<file path="src/hw/rtl/fltm_pkg.sv">
// Package: shared types, widths and datapath command codes for the term unit.
`timescale 1ns / 1ps
`default_nettype none
package fltm_pkg;

    localparam int MOD_BITS  = 31;
    localparam int IDX_BITS  = 31;
    localparam int SEED_BITS = 63;
    localparam int PROD_BITS = 2 * MOD_BITS;

    typedef struct packed {
        logic [SEED_BITS-1:0] first_seed;
        logic [SEED_BITS-1:0] second_seed;
        logic [IDX_BITS-1:0]  term_index;
    } fltm_in_t;

    typedef struct packed {
        logic [MOD_BITS-1:0] term_value;
        logic                bad_index;
    } fltm_out_t;

    // datapath operations issued by the controller
    typedef enum logic [3:0] {
        OP_NONE,
        OP_LOAD,
        OP_RED_G1,
        OP_RED_G2,
        OP_INIT,
        OP_MUL_ACC,
        OP_MUL_SQR,
        OP_DIFF,
        OP_FINAL
    } fltm_op_t;

    typedef struct packed {
        fltm_op_t op;
        logic     start;
    } fltm_cmd_t;

    typedef struct packed {
        logic                 busy;
        logic                 exp_bit;
        logic                 exp_zero;
        logic                 idx_zero;
    } fltm_stat_t;

endpackage
`default_nettype wire

</file>
<file path="src/hw/rtl/fltm_modred.sv">
// Sequential restoring reduction: value mod m, one quotient bit per cycle.
`timescale 1ns / 1ps
`default_nettype none
module fltm_modred
    import fltm_pkg::*;
(
    input  wire logic                 clk,
    input  wire logic                 rst_n,
    input  wire logic                 start,
    input  wire logic [SEED_BITS:0]   dividend,
    input  wire logic [MOD_BITS-1:0]  modulus,
    output logic                      done,
    output logic [MOD_BITS-1:0]       remainder
);

    localparam int DW = SEED_BITS + 1;
    localparam int CW = $clog2(DW + 1);

    logic [DW-1:0]     dvd_reg, dvd_next;
    logic [MOD_BITS:0] rem_reg, rem_next;
    logic [CW-1:0]     cnt_reg, cnt_next;
    logic              run_reg, run_next;
    logic              done_reg, done_next;
    logic [MOD_BITS+1:0] trial;

    always_comb
    begin
        dvd_next  = dvd_reg;
        rem_next  = rem_reg;
        cnt_next  = cnt_reg;
        run_next  = run_reg;
        done_next = 1'b0;
        trial     = {rem_reg, dvd_reg[DW-1]} - {2'b00, modulus};
        if (start)
        begin
            dvd_next = dividend;
            rem_next = '0;
            cnt_next = CW'(DW);
            run_next = 1'b1;
        end
        else if (run_reg)
        begin
            dvd_next = {dvd_reg[DW-2:0], 1'b0};
            if (!trial[MOD_BITS+1])
                rem_next = trial[MOD_BITS:0];
            else
                rem_next = {rem_reg[MOD_BITS-1:0], dvd_reg[DW-1]};
            cnt_next = cnt_reg - 1'b1;
            if (cnt_reg == CW'(1))
            begin
                run_next  = 1'b0;
                done_next = 1'b1;
            end
        end
    end

    always_ff @(posedge clk or negedge rst_n)
    begin
        if (!rst_n)
        begin
            run_reg  <= 1'b0;
            done_reg <= 1'b0;
            cnt_reg  <= '0;
        end
        else
        begin
            run_reg  <= run_next;
            done_reg <= done_next;
            cnt_reg  <= cnt_next;
        end
    end

    always_ff @(posedge clk)
    begin
        dvd_reg <= dvd_next;
        rem_reg <= rem_next;
    end

    assign done      = done_reg;
    assign remainder = rem_reg[MOD_BITS-1:0];

endmodule
`default_nettype wire

</file>
<file path="src/hw/rtl/fltm_datapath.sv">
// Datapath: matrix registers, one multiplier, one shared modular reducer.
`timescale 1ns / 1ps
`default_nettype none
module fltm_datapath
    import fltm_pkg::*;
(
    input  wire logic                 clk,
    input  wire logic                 rst_n,
    input  wire fltm_cmd_t            cmd,
    input  wire fltm_in_t             item,
    input  wire logic [MOD_BITS-1:0]  modulus,
    output fltm_stat_t                stat,
    output logic [MOD_BITS-1:0]       result
);

    // micro-step sequencer inside one command; each step is one reduction
    logic [MOD_BITS-1:0] a00_reg, a01_reg, a10_reg, a11_reg;
    logic [MOD_BITS-1:0] b00_reg, b01_reg, b10_reg, b11_reg;
    logic [MOD_BITS-1:0] g1_reg, g2_reg, t_reg, r_reg;
    logic [MOD_BITS-1:0] n00_reg, n01_reg, n10_reg;
    logic [IDX_BITS-1:0] exp_reg;
    logic                idz_reg;
    fltm_op_t            op_reg;
    logic [3:0]          step_reg;
    logic                busy_reg, wait_reg;

    logic [SEED_BITS:0]  red_in;
    logic                red_start, red_done;
    logic [MOD_BITS-1:0] red_out;
    logic [MOD_BITS-1:0] mx, my;
    logic [PROD_BITS-1:0] prod_reg;
    logic                prod_ph_reg;

    fltm_modred u_red (
        .clk(clk), .rst_n(rst_n), .start(red_start), .dividend(red_in),
        .modulus(modulus), .done(red_done), .remainder(red_out)
    );

    // operand selection for step: even steps are products, odd steps are sums
    always_comb
    begin
        mx = '0;
        my = '0;
        case (op_reg)
            OP_MUL_ACC, OP_MUL_SQR:
            begin
                // products: element (i,j) = a_i0*b_0j + a_i1*b_1j; X = acc or base
                case (step_reg[3:1])
                    3'd0: begin mx = (op_reg == OP_MUL_ACC) ? a00_reg : b00_reg; my = b00_reg; end
                    3'd1: begin mx = (op_reg == OP_MUL_ACC) ? a01_reg : b01_reg; my = b10_reg; end
                    3'd2: begin mx = (op_reg == OP_MUL_ACC) ? a00_reg : b00_reg; my = b01_reg; end
                    3'd3: begin mx = (op_reg == OP_MUL_ACC) ? a01_reg : b01_reg; my = b11_reg; end
                    3'd4: begin mx = (op_reg == OP_MUL_ACC) ? a10_reg : b10_reg; my = b00_reg; end
                    3'd5: begin mx = (op_reg == OP_MUL_ACC) ? a11_reg : b11_reg; my = b10_reg; end
                    3'd6: begin mx = (op_reg == OP_MUL_ACC) ? a10_reg : b10_reg; my = b01_reg; end
                    default: begin mx = (op_reg == OP_MUL_ACC) ? a11_reg : b11_reg; my = b11_reg; end
                endcase
            end
            OP_FINAL:
            begin
                mx = step_reg[1] ? a01_reg : a00_reg;
                my = step_reg[1] ? t_reg : g1_reg;
            end
            default: ;
        endcase
    end

    // steps: even steps reduce a product, odd steps reduce r + that remainder
    logic sum_step;
    assign sum_step = step_reg[0];

    always_comb
    begin
        red_in = '0;
        case (op_reg)
            OP_RED_G1: red_in = {1'b0, item.first_seed};
            OP_RED_G2: red_in = {1'b0, item.second_seed};
            OP_DIFF:   red_in = (SEED_BITS+1)'({1'b0, modulus} + {1'b0, g2_reg}
                                               - {1'b0, g1_reg});
            OP_INIT:   red_in = (SEED_BITS+1)'(1);
            default:
                if (sum_step)
                    red_in = (SEED_BITS+1)'({1'b0, r_reg} + {1'b0, red_out});
                else
                    red_in = (SEED_BITS+1)'(prod_reg);
        endcase
    end

    assign red_start = busy_reg && !wait_reg && !prod_ph_reg;

    always_ff @(posedge clk)
    begin
        prod_reg <= mx * my;
    end

    always_ff @(posedge clk or negedge rst_n)
    begin
        if (!rst_n)
        begin
            busy_reg    <= 1'b0;
            wait_reg    <= 1'b0;
            prod_ph_reg <= 1'b0;
            op_reg      <= OP_NONE;
            step_reg    <= '0;
        end
        else if (cmd.start && !busy_reg)
        begin
            op_reg   <= cmd.op;
            step_reg <= '0;
            if (cmd.op == OP_LOAD)
                busy_reg <= 1'b0;
            else
            begin
                busy_reg    <= 1'b1;
                prod_ph_reg <= (cmd.op == OP_MUL_ACC || cmd.op == OP_MUL_SQR
                                || cmd.op == OP_FINAL);
                wait_reg    <= 1'b0;
            end
        end
        else if (busy_reg)
        begin
            if (prod_ph_reg)
                prod_ph_reg <= 1'b0;
            else if (!wait_reg)
                wait_reg <= 1'b1;
            else if (red_done)
            begin
                wait_reg <= 1'b0;
                case (op_reg)
                    OP_MUL_ACC, OP_MUL_SQR:
                    begin
                        if (step_reg == 4'd15)
                            busy_reg <= 1'b0;
                        else
                        begin
                            step_reg    <= step_reg + 1'b1;
                            // every following step, product or sum, starts with a multiply phase
                            prod_ph_reg <= 1'b1;
                        end
                    end
                    OP_FINAL:
                    begin
                        if (step_reg == 4'd3)
                            busy_reg <= 1'b0;
                        else
                        begin
                            step_reg    <= step_reg + 1'b1;
                            prod_ph_reg <= 1'b1;
                        end
                    end
                    default: busy_reg <= 1'b0;
                endcase
            end
        end
    end

    // per element: 0 reduce first product, 1 r = 0 + it, 2 reduce second
    // product, 3 element = r + it; the reducer output holds between steps
    always_ff @(posedge clk)
    begin
        if (cmd.start && !busy_reg)
        begin
            case (cmd.op)
                OP_LOAD:
                begin
                    exp_reg <= item.term_index - 1'b1;
                    idz_reg <= (item.term_index == '0);
                end
                OP_MUL_SQR: ;
                default: ;
            endcase
            r_reg <= '0;
        end
        else if (busy_reg && wait_reg && red_done)
        begin
            case (op_reg)
                OP_RED_G1:
                begin
                    // also the answer for a zero index
                    g1_reg <= red_out;
                    result <= red_out;
                end
                OP_RED_G2: g2_reg <= red_out;
                OP_DIFF:   t_reg  <= red_out;
                OP_INIT:
                begin
                    a00_reg <= red_out; a01_reg <= '0; a10_reg <= '0; a11_reg <= red_out;
                    b00_reg <= red_out; b01_reg <= red_out; b10_reg <= red_out;
                    b11_reg <= '0;
                end
                OP_MUL_ACC, OP_MUL_SQR, OP_FINAL:
                begin
                    if (sum_step && !step_reg[1])
                        r_reg <= red_out;
                    else if (sum_step)
                    begin
                        // red_out is now the reduced sum of both products
                        r_reg <= '0;
                        if (op_reg == OP_FINAL)
                            result <= red_out;
                        else
                        begin
                            case (step_reg[3:2])
                                2'd0: n00_reg <= red_out;
                                2'd1: n01_reg <= red_out;
                                2'd2: n10_reg <= red_out;
                                default:
                                begin
                                    if (op_reg == OP_MUL_ACC)
                                    begin
                                        a00_reg <= n00_reg; a01_reg <= n01_reg;
                                        a10_reg <= n10_reg; a11_reg <= red_out;
                                    end
                                    else
                                    begin
                                        b00_reg <= n00_reg; b01_reg <= n01_reg;
                                        b10_reg <= n10_reg; b11_reg <= red_out;
                                        exp_reg <= exp_reg >> 1;
                                    end
                                end
                            endcase
                        end
                    end
                end
                default: ;
            endcase
        end
    end

    assign stat.busy     = busy_reg;
    assign stat.exp_bit  = exp_reg[0];
    assign stat.exp_zero = (exp_reg == '0);
    assign stat.idx_zero = idz_reg;

endmodule
`default_nettype wire

</file>
<file path="src/hw/rtl/fltm_ctrl.sv">
// Controller: sequences datapath commands for one transaction.
`timescale 1ns / 1ps
`default_nettype none
module fltm_ctrl
    import fltm_pkg::*;
(
    input  wire logic       clk,
    input  wire logic       rst_n,
    input  wire logic       in_fire,
    input  wire logic       out_taken,
    input  wire fltm_stat_t stat,
    output fltm_cmd_t       cmd,
    output logic            idle,
    output logic            result_valid
);

    typedef enum logic [8:0] {
        S_IDLE  = 9'b000000001,
        S_RG1   = 9'b000000010,
        S_RG2   = 9'b000000100,
        S_INIT  = 9'b000001000,
        S_LOOP  = 9'b000010000,
        S_SQR   = 9'b000100000,
        S_DIFF  = 9'b001000000,
        S_FINAL = 9'b010000000,
        S_OUT   = 9'b100000000
    } state_t;

    state_t state_reg, state_next;
    logic   issued_reg, issued_next;

    always_comb
    begin
        state_next  = state_reg;
        issued_next = issued_reg;
        cmd.start   = 1'b0;
        cmd.op      = OP_NONE;
        case (state_reg)
            S_IDLE:
            begin
                if (in_fire)
                begin
                    cmd.start  = 1'b1;
                    cmd.op     = OP_LOAD;
                    state_next = S_RG1;
                end
            end
            S_OUT:
                if (out_taken)
                    state_next = S_IDLE;
            default:
            begin
                if (!issued_reg)
                begin
                    cmd.start   = 1'b1;
                    issued_next = 1'b1;
                    case (state_reg)
                        S_RG1:   cmd.op = OP_RED_G1;
                        S_RG2:   cmd.op = OP_RED_G2;
                        S_INIT:  cmd.op = OP_INIT;
                        S_LOOP:  cmd.op = OP_MUL_ACC;
                        S_SQR:   cmd.op = OP_MUL_SQR;
                        S_DIFF:  cmd.op = OP_DIFF;
                        default: cmd.op = OP_FINAL;
                    endcase
                    // skip multiply when exponent bit clear; go to the difference once it is zero
                    if (state_reg == S_LOOP && (stat.exp_zero || !stat.exp_bit))
                    begin
                        cmd.start   = 1'b0;
                        issued_next = 1'b0;
                        state_next  = stat.exp_zero ? S_DIFF : S_SQR;
                    end
                    if (state_reg == S_INIT && stat.idx_zero)
                    begin
                        cmd.start   = 1'b0;
                        issued_next = 1'b0;
                        state_next  = S_OUT;
                    end
                end
                else if (!stat.busy)
                begin
                    issued_next = 1'b0;
                    case (state_reg)
                        S_RG1:   state_next = S_RG2;
                        S_RG2:   state_next = S_INIT;
                        S_INIT:  state_next = S_LOOP;
                        S_LOOP:  state_next = S_SQR;
                        S_SQR:   state_next = S_LOOP;
                        S_DIFF:  state_next = S_FINAL;
                        default: state_next = S_OUT;
                    endcase
                end
            end
        endcase
    end

    always_ff @(posedge clk or negedge rst_n)
    begin
        if (!rst_n)
        begin
            state_reg  <= S_IDLE;
            issued_reg <= 1'b0;
        end
        else
        begin
            state_reg  <= state_next;
            issued_reg <= issued_next;
        end
    end

    assign idle         = (state_reg == S_IDLE);
    assign result_valid = (state_reg == S_OUT);

    a_onehot: assert property (@(posedge clk) disable iff (!rst_n) $onehot(state_reg))
        else $error("controller state not one-hot");
    a_out_hold: assert property (@(posedge clk) disable iff (!rst_n)
        (result_valid && !out_taken) |=> result_valid)
        else $error("result dropped before transaction");
    a_cmd_idle: assert property (@(posedge clk) disable iff (!rst_n)
        (cmd.start && issued_reg) |-> 1'b0)
        else $error("second command issued while one is outstanding");

endmodule
`default_nettype wire

</file>
<file path="src/hw/rtl/fibonacci_like_term_mod.sv">
// Top level: g_n mod m of a Fibonacci-like sequence via 2x2 matrix powers.
//
//  channel | direction | handshake        | payload
//  in      | into      | in_valid/in_stall | fltm_in_t
//  out     | out of    | out_valid/out_stall | fltm_out_t
//  cfg     | into      | cfg_we            | cfg_data (modulus)
//
// One transaction at a time; every reduce command and every product step passes
// through the single bit-serial reducer, with 16 steps per matrix product.
// Reset clears the controller and sets modulus to 1. A modulus of 0 acts as 1.
// out_stall holds the result; no new transaction is taken until it is delivered.
`timescale 1ns / 1ps
`default_nettype none
module fibonacci_like_term_mod
    import fltm_pkg::*;
(
    input  wire logic                clk,
    input  wire logic                rst_n,
    input  wire logic                in_valid,
    output logic                     in_stall,
    input  wire fltm_in_t            in_data,
    output logic                     out_valid,
    input  wire logic                out_stall,
    output fltm_out_t                out_data,
    input  wire logic                cfg_we,
    input  wire logic [MOD_BITS-1:0] cfg_data
);

    logic [MOD_BITS-1:0] modulus_reg;
    logic [MOD_BITS-1:0] eff_mod;
    fltm_in_t            item_reg;
    fltm_cmd_t           cmd;
    fltm_stat_t          stat;
    logic                idle, in_fire, out_fire, rv;
    logic [MOD_BITS-1:0] dp_result;

    always_ff @(posedge clk or negedge rst_n)
    begin
        if (!rst_n)
            modulus_reg <= MOD_BITS'(1);
        else if (cfg_we)
            modulus_reg <= cfg_data;
    end

    assign eff_mod  = (modulus_reg == '0) ? MOD_BITS'(1) : modulus_reg;
    assign in_stall = !idle;
    assign in_fire  = in_valid && idle;
    assign out_fire = rv && !out_stall;

    always_ff @(posedge clk)
    begin
        if (in_fire)
            item_reg <= in_data;
    end

    fltm_ctrl u_ctrl (
        .clk(clk), .rst_n(rst_n), .in_fire(in_fire), .out_taken(out_fire),
        .stat(stat), .cmd(cmd), .idle(idle), .result_valid(rv)
    );

    fltm_datapath u_dp (
        .clk(clk), .rst_n(rst_n), .cmd(cmd),
        .item(in_fire ? in_data : item_reg), .modulus(eff_mod),
        .stat(stat), .result(dp_result)
    );

    assign out_valid          = rv;
    assign out_data.bad_index = stat.idx_zero;
    // for index zero the datapath holds g1 mod m
    assign out_data.term_value = dp_result;

endmodule
`default_nettype wire
</file>
<file path="config.mk">
export PLATFORM = sky130hd
export DESIGN_NAME = fibonacci_like_term_mod
export DESIGN_NICKNAME = d
export VERILOG_FILES = /design/src/hw/rtl/fltm_pkg.sv /design/src/hw/rtl/fltm_modred.sv /design/src/hw/rtl/fltm_datapath.sv /design/src/hw/rtl/fltm_ctrl.sv /design/src/hw/rtl/fibonacci_like_term_mod.sv
export SDC_FILE = /design/constraint.sdc
export NUM_CORES = 2
export LEC_CHECK = 0
export BUFFER_PORTS_ARGS = -buffer_cell sky130_fd_sc_hd__buf_2
export CORE_MARGIN = 10
export CORE_UTILIZATION = 30
export DETAILED_ROUTE_END_ITERATION = 8
export PLACE_DENSITY_LB_ADDON = 0.08
export SYNTH_ARGS = -nofsm -noshare
export SYNTH_HDL_FRONTEND = slang
export SYNTH_SLANG_ARGS = --single-unit
</file>
<file path="constraint.sdc">
create_clock -name clk -period 27.4 [get_ports clk]
set_input_delay 1.37 -clock clk [delete_from_list [all_inputs] [get_ports clk]]
set_output_delay 1.37 -clock clk [all_outputs]
set_load 0.01 [all_outputs]
</file>
==> out/qor.yml <==
die:
  fp.dieH_microns: 517
  row_count: 182
  start_util_pct: 30.1
  core-area_sq_mm: 0.246
  die_area_sq_mm: 0.267
  io_pins: 227
  dieWidth_microns: 517
cts:
  cts_setup_buffers: 0
  root_buffer: "clkbuf_16"
  insertion_delay_ps: 790
  cts_resized: 0
  cts_tree: "built"
  htreeDepth: 3
  numCtsBuffers: 109
  clockBufferDepth: 3
  ctsHoldBuffers: 0
  clk_pin_slew_ps: 60
  cts_sinks: 904
placement:
  gp_congestion: 0.886
  placed_cell_area_sq_mm: 0.0790
  port-buffer-count: 226
  dp_hpwl_microns: 216000
detailed_routing:
  vias: 56132
  drtIter0Drc: 4496
  wl_per_cell_microns: 26.1
  antenna_left: 0
  drt-pass1-iter-count: 6
  viasPerCell: 5.04
  post-route-drc-count: 0
  routed_wl_microns: 291000
yosys:
  synth_ff_type: "edfxtp_1"
  synth_top_area_share_pct: 22.8
  ys_warn_count: 0
  ys_seq_area_share_pct: 32.5
  synth_area_sq_mm: 0.0740
  synth_area_leader_cell: "edfxtp_1"
  synthArstFlopShare_pct: 6.75
  synth_fp_nets: 9173
  synth_area_leaders: "edfxtp_1 (23%), fa_1 (23%), dfxtp_1 (7.6%)"
  syn_inst: 7754
  syn_area_per_cell_sq_um: 9.54
  ys_ff_latch: 904
  ys_types: 106
  synth_edf_count: 561
timing:
  hold_viol_final: 0
  fin_crit_ps: 11300
  rsz0062_at_grt: "no"
  clock.fmax_ghz: 0.0885
  drv_slew: 0
  tns_ps: 0
  period_share_pct: 41.2
  final-setup-viol-count: 0
  tightest_slew_ps: 1420
  fin_skew_ps: 113
  slew_headroom_pct: 5.46
worst_setup_path:
  arrival_ps: 11960
  crit_fanout: 40
  cp.required_ps: 28060
  endpoint_kind: "register"
  cp_slowest_cell: "a221o_2"
  critPathLaunchType: "register"
  worstSetupPathType: "reg -> reg"
  slowest_delay_ps: 750
  path_common_cell: "fa_1"
run:
  maxCapViolations: 0
cells_and_area:
  regArea_sq_mm: 0.0240
  syn2layout_area_growth_pct: 11.8
  drive_gt1_share_pct: 9.31
  nNetsFinal: 9238
  largest_reg_flops: 157
  nFillCells: 25390
  final_area_sq_mm: 0.0827
  final_util_pct: 33.7
  multiInputGateArea_sq_mm: 0.0449
min_path:
  min_path_type: "reg -> reg"
status:
  run_status: "finished clean"
power:
  power_density_mw_per_mm2: 48.0
  switching_share_pct: 31.7
  p_int_w: 0.00271
  p_seq_share_pct: 39.4
  pwr-share-comb_pct: 22.9
  power_leakage_nw: 36.9
  p_switching_w: 0.00126
  finalPower_w: 0.00397
  clkPwrFrac_pct: 37.7
  ir_drop_v: 0.0000885
grt:
  grt_usage_pct: 21.4
  grt_max_degree: 125
  grt_pass1_vias: 58644
  overflow: 0
  grt_pass1_wl_microns: 420000
  antenna_found_initial: 7
## kinds of logic (layout without fill, tap and decap cells)
family	after synthesis	in the layout	synth area share, %
mux	194	194	3.39
simple gates	2710	2710	15.4
fa+ha+maj	1226	1226	29.3
flops	904	904	32.5
other cells	0	7	0
xor+xnor	189	189	2.24
buf+inv	1435	1594	7.45
compound gates	1096	1096	9.80
## power by group through the flow
stage	Clock, W	Sequential, W	Combinational (W)
after floorplan	0	0.00162	0.000497
after global placement	0	0.00159	0.000917
after detailed placement	0	0.00159	0.000914
after CTS	0.00154	0.00156	0.000920
after global routing	0.00159	0.00156	0.000989
final	0.00150	0.00156	0.000909
## synthesized netlist by cell type, types with 124 or more instances
cell type,n
clkbuf_1,331
fa_1,841
xnor2_1,125
o21ai_0,214
nor2_1,708
nand2_1,1502
inv_1,1003
dfxtp_1,282
a21oi_1,283
ha_1,385
mux2i_1,124
edfxtp_1,561
## metal layers
layer | share of wire, % | routed length [microns] | up-vias | track usage, %
li1 | - | - | 25449 | -
met1 | 46 | 133000 | 28750 | 29.9
met2 | 46 | 134000 | 1600 | 34.8
met3 | 5.3 | 15400 | 333 | 2.94
met4 | 3.1 | 9080 | 0 | 5.88
met5 | 0 | 0 | - | 0
## worst paths after layout
check,from,to,slack (ps),cells past startpoint
setup / recovery,u_dp.op_reg[2],u_dp.prod_reg[58],16100,36
hold / removal,item_reg[40],item_reg[40],440,2
setup reg to reg,u_dp.op_reg[2],u_dp.prod_reg[58],16100,36
hold reg to reg,item_reg[40],item_reg[40],440,2
max in group asynchronous,rst_n,u_dp.step_reg[2],25860,1
min in group asynchronous,rst_n,u_dp.u_red.cnt_reg[0],720,1
## placed cells by master (no fill, tap or decap), types with 94 or more instances in the layout
master     count
inv_1       1003
ha_1         385
xnor2_1      125
edfxtp_1     561
nand2_1     1497
buf_4        154
o21ai_0      203
nand3_1       94
clkbuf_16    109
fa_1         841
and2_1       105
a21oi_1      282
nor2_1       699
dfxtp_1      282
mux2i_1      124
buf_2        225
## per-stage QoR
| stage | instances | worst slack, ps | hold WS [ps] |
|---|---|---|---|
| after floorplan | 7754 | 18580 | 407 |
| after global placement | 10928 | 16020 | 419 |
| after detailed placement | 10928 | 16070 | 427 |
| after CTS | 11133 | 16080 | 440 |
| after global routing | 11134 | 15400 | 459 |
| final | 11140 | 16100 | 437 |
## worst max-delay path, delay by kind of cell, from the launching register on
kind	cells	cell delay, ps
xor+xnor	1	130
compound gates	11	3110
flops	1	500
buf+inv	7	1340
fa+ha+maj	9	4570
simple gates	8	1460
## cell type report
class	instances	area share, %
Multi-Input combinational cell	5415	54.2
Sequential cell	904	29.1
Inverter	1009	4.58
Timing Repair Buffer	380	2.78
Clock buffer	147	3.57
Antenna cell	7	0.0212
Tap cell	3220	4.87
Clock inverter	58	0.878
(Power assumes the default switching activity.)
